$ cat src/rtl/core/vmoc_pkg.sv
// Package for the variable-size MRU object cache.
// Holds the request, response and cell types, sizes and status codes.
// No dependencies.
package vmoc_pkg;

   localparam int MAX_ENTRIES = 64;
   localparam int CNT_W       = $clog2(MAX_ENTRIES + 1);
   localparam int ID_W        = 20;
   localparam int SIZE_W      = 24;
   localparam int STATUS_W    = 3;
   localparam int EVICT_W     = 7;

   localparam logic [SIZE_W-1:0]  CAP_RESET = SIZE_W'(1048576);
   localparam logic [EVICT_W-1:0] EVICT_MAX = '1;

   localparam logic [STATUS_W-1:0] STATUS_HIT         = 3'd0;
   localparam logic [STATUS_W-1:0] STATUS_INSERTED    = 3'd1;
   localparam logic [STATUS_W-1:0] STATUS_PRESENT     = 3'd2;
   localparam logic [STATUS_W-1:0] STATUS_TOO_BIG     = 3'd3;
   localparam logic [STATUS_W-1:0] STATUS_NOT_PRESENT = 3'd4;
   localparam logic [STATUS_W-1:0] STATUS_TABLE_FULL  = 3'd5;

   localparam logic KIND_LOOKUP = 1'b0;
   localparam logic KIND_INSERT = 1'b1;

   // Cell operations: keep, take the entry of the next cell up (pop toward
   // cell 0), or take the entry of the next cell down (push away from cell 0).
   localparam logic [1:0] CELL_HOLD = 2'd0;
   localparam logic [1:0] CELL_POP  = 2'd1;
   localparam logic [1:0] CELL_PUSH = 2'd2;

   typedef struct packed {
      logic               kind;
      logic [ID_W-1:0]    object_id;
      logic [SIZE_W-1:0]  object_size;
   } req_type;

   typedef struct packed {
      logic [STATUS_W-1:0] status;
      logic [EVICT_W-1:0]  evicted_count;
      logic [SIZE_W-1:0]   free_space_left;
   } rsp_type;

   typedef struct packed {
      logic [ID_W-1:0]   id;
      logic [SIZE_W-1:0] size;
   } entry_type;

   typedef struct packed {
      logic [1:0] op;
      logic       valid;
   } cell_ctrl_type;

endpackage

$ cat src/rtl/core/vmoc_cell.sv
// One cell of the recency chain: holds one cached object and compares it.
// Depends on vmoc_pkg.
module vmoc_cell (
   input  logic                   clock,
   input  vmoc_pkg::cell_ctrl_type ctrl,
   input  vmoc_pkg::entry_type    lower,
   input  vmoc_pkg::entry_type    upper,
   input  logic [vmoc_pkg::ID_W-1:0] cmp_id,
   output vmoc_pkg::entry_type    entry,
   output logic                   match
);
   import vmoc_pkg::*;

   entry_type entry_ff;
   entry_type entry_in;

   always_comb begin
      case (ctrl.op)
         CELL_POP:  entry_in = upper;
         CELL_PUSH: entry_in = lower;
         default:   entry_in = entry_ff;
      endcase
   end

   always_ff @(posedge clock) begin
      entry_ff <= entry_in;
   end

   assign entry = entry_ff;
   assign match = ctrl.valid && (entry_ff.id == cmp_id);

endmodule

$ cat config.mk
export PLATFORM = sky130hd
export DESIGN_NAME = vmoc_cell
export DESIGN_NICKNAME = d
export VERILOG_FILES = /design/src/rtl/core/vmoc_pkg.sv /design/src/rtl/core/vmoc_cell.sv
export SDC_FILE = /design/constraint.sdc
export NUM_CORES = 1
export LEC_CHECK = 0
export BUFFER_PORTS_ARGS = -buffer_cell sky130_fd_sc_hd__buf_4
export CAP_MARGIN = 20
export CORE_UTILIZATION = 36
export CTS_CLUSTER_DIAMETER = 30
export DETAILED_ROUTE_END_ITERATION = 6
export PLACE_DENSITY_LB_ADDON = 0.2
export SYNTH_ARGS = -nofsm -noshare
export SYNTH_HDL_FRONTEND = slang
export SYNTH_SLANG_ARGS = --single-unit
export TNS_END_PERCENT = 100
$ cat constraint.sdc
create_clock -name clock -period 2.2 [get_ports clock]
set_input_delay 0.55 -clock clock [delete_from_list [all_inputs] [get_ports clock]]
set_output_delay 0.55 -clock clock [all_outputs]
set_load 0.01 [all_outputs]
==> results_dict.tcl <==
set metrics [dict create \
    initial_core_util 0.3765 \
    multi_input_area_um2 745.7 \
    die_h_um 78.12 \
    worst-path-max-fanout 2 \
    fin_setup_tns_ns -0.02863 \
    irDropWorstVdd_mv 0.3509 \
    nets 401 \
    synth.top_cell.area_share 0.6335 \
    largest_reg_flops 44 \
    drtAntennaViolNets 0 \
    cp.arrival_ns 1.68 \
    drt_iter0_drc 20 \
    total_power_mw 2.198 \
    cp-start-kind "flip-flop" \
    core_mm2 0.005540 \
    p_per_area_mw_per_mm2 628.9 \
    wirelength_um 4926 \
    max_cap_viol_count 0 \
    gp_congestion 0.7712 \
    placed_cell_area_mm2 0.003387 \
    cts_tree "done" \
    synth-seq-cells 44 \
    timing.slew.headroom 0.8431 \
    cp.required_ns 1.65 \
    finalCritPeriodShare 1.013 \
    fillers 463 \
    fmax_mhz 448.7 \
    max-clock-path-buffers 2 \
    htree_levels 2 \
    whs_ns 0.5625 \
    antenna_cells 0 \
    ios 157 \
    dp.cells 351 \
    synth_seq_area_share 0.6335 \
    netlist_area_mm2 0.002086 \
    netlist-cell-type-count 11 \
    fin_ws_ns -0.02863 \
    drv_slew 0 \
    hpwl_um 3978 \
    grt_pass1_wl_um 7693 \
    synth.area.top_cells "edfxtp_1 (63%), mux2_2 (24%), xnor2_1 (5.0%)" \
    clockRootBuffer "clkbuf_8" \
    stdcell_area_mm2 0.003496 \
    tightestPinTransition_ns 0.2332 \
    register_area_mm2 0.001321 \
    clk_pin_slew_ns 0.08 \
    drc 0 \
    synth_nets 236 \
    drive_gt1_frac 0.7578 \
    vias 1633 \
    port_buffers 156 \
    setup_viol 1 \
    hold_violations 0 \
    worstSetupPathType "flip-flop to output port" \
    rsz0062_at_grt "yes" \
    final_cells 361 \
    grt_max_degree 32 \
    antenna_found_initial 0 \
    p_leak_nw 1.511 \
    grt_overflow 0 \
    rows 27 \
    wl_per_cell_um 13.65 \
    clock_sinks 44 \
    yosys.area.top_type "edfxtp_1" \
    grt_use_total 0.1658 \
    die_w_um 78.12 \
    first_pass_iters 4 \
    synthToLayoutAreaGrowth_pct 67.61 \
    failed_checks "negative setup slack" \
    dieArea_mm2 0.006102 \
    viasPerCell 4.524 \
    status "finished with violations" \
    grt_pass1_vias 1682 \
    syn-mean-instance-area_um2 16.96 \
    synthCells 123 \
    final.min_clock_period_ns 2.229 \
    yosysWarnings 0 \
    worst_setup_path_end_kind "output port" \
    cts_buffers 5 \
    hold_path_class "input port to flip-flop" \
    ctsHoldBuffers 0 \
]
per-layer routing:
layer	wire length, µm	vias up	GRT usage
met1	1635	744	0.1624
met3	535	6	0.06977
met4	63	0	0.05185
met5	0	-	0
li1	-	796	-
met2	2691	87	0.3123
cells in the mapped netlist, drive strengths merged:
cell / instances
nand3: 1
xor2: 8
xnor2: 12
buf: 5
mux2: 44
edfxtp: 44
nor4: 3
nand4: 3
ha: 1
inv: 2
placed cells by master, fill, tap and decap left out:
master and count:
nand3_2 1, inv_2 1, ha_2 1, clkbuf_8 5, nor4_2 2, edfxtp_1 44
xor2_1 8, nand4_1 3, mux2_2 44, clkinv_2 2, inv_1 1, buf_12 2
nor4_1 1, buf_4 161, xnor2_1 12, clkinv_1 1
cell families after synthesis:
group,count (synthesis),synth area share
buffers and inverters,7,0.01560
flip-flops,44,0.6335
adder cells (fa/ha/maj),1,0.005998
multiplexers,44,0.2376
AND/OR/NAND/NOR,7,0.02339
XOR/XNOR,20,0.08398
area by class of cell:
class,instances,area share
clock buffers,5,0.01969
clock inverters,3,0.003937
inverters,2,0.002147
multi-input cells,72,0.2133
flip-flops and latches,44,0.3780
well taps,72,0.02577
repair buffers,163,0.3572
path summary, 6_finish.rpt:
kind	end	cells past startpoint	slack [ns]	from
worst max-delay path	match	5	-0.03	entry[37]
worst min-delay path	entry[11]	2	0.56	upper[11]
worst max-delay path, cell delays in order, from the launching register on:
cell      delay (ns)
edfxtp_1        0.41
xor2_1          0.16
nor4_1          0.28
nand4_1         0.17
nor4_2          0.23
buf_4           0.15
repair_timing:
item,CTS,global route
setup buffers,2,0
pin swaps,1,0
gates resized for setup,2,0
endpoints found under the setup margin,1,1
cloned,0,0
power breakdown:
part | switching [mW] | total, mW | internal, mW | leakage (nW)
Combinational | 0.226 | 0.605 | 0.379 | 1.04
Clock | 0.253 | 0.469 | 0.216 | 0.0453
Sequential | 0.0559 | 1.12 | 1.07 | 0.431
Total | 0.535 | 2.20 | 1.66 | 1.51
metrics by stage:
stage | worst slack (ns) | utilization
6_report | -0.02863 | 0.6310
5_1_grt | -0.1722 | 0.6310
4_1_cts | -0.06516 | 0.6310
3_5_place_dp | -0.06069 | 0.6113
3_3_place_gp | -0.07609 | 0.6113
2_1_floorplan | 0.08209 | -
No activity file was read; power rests on OpenSTA's default activity.
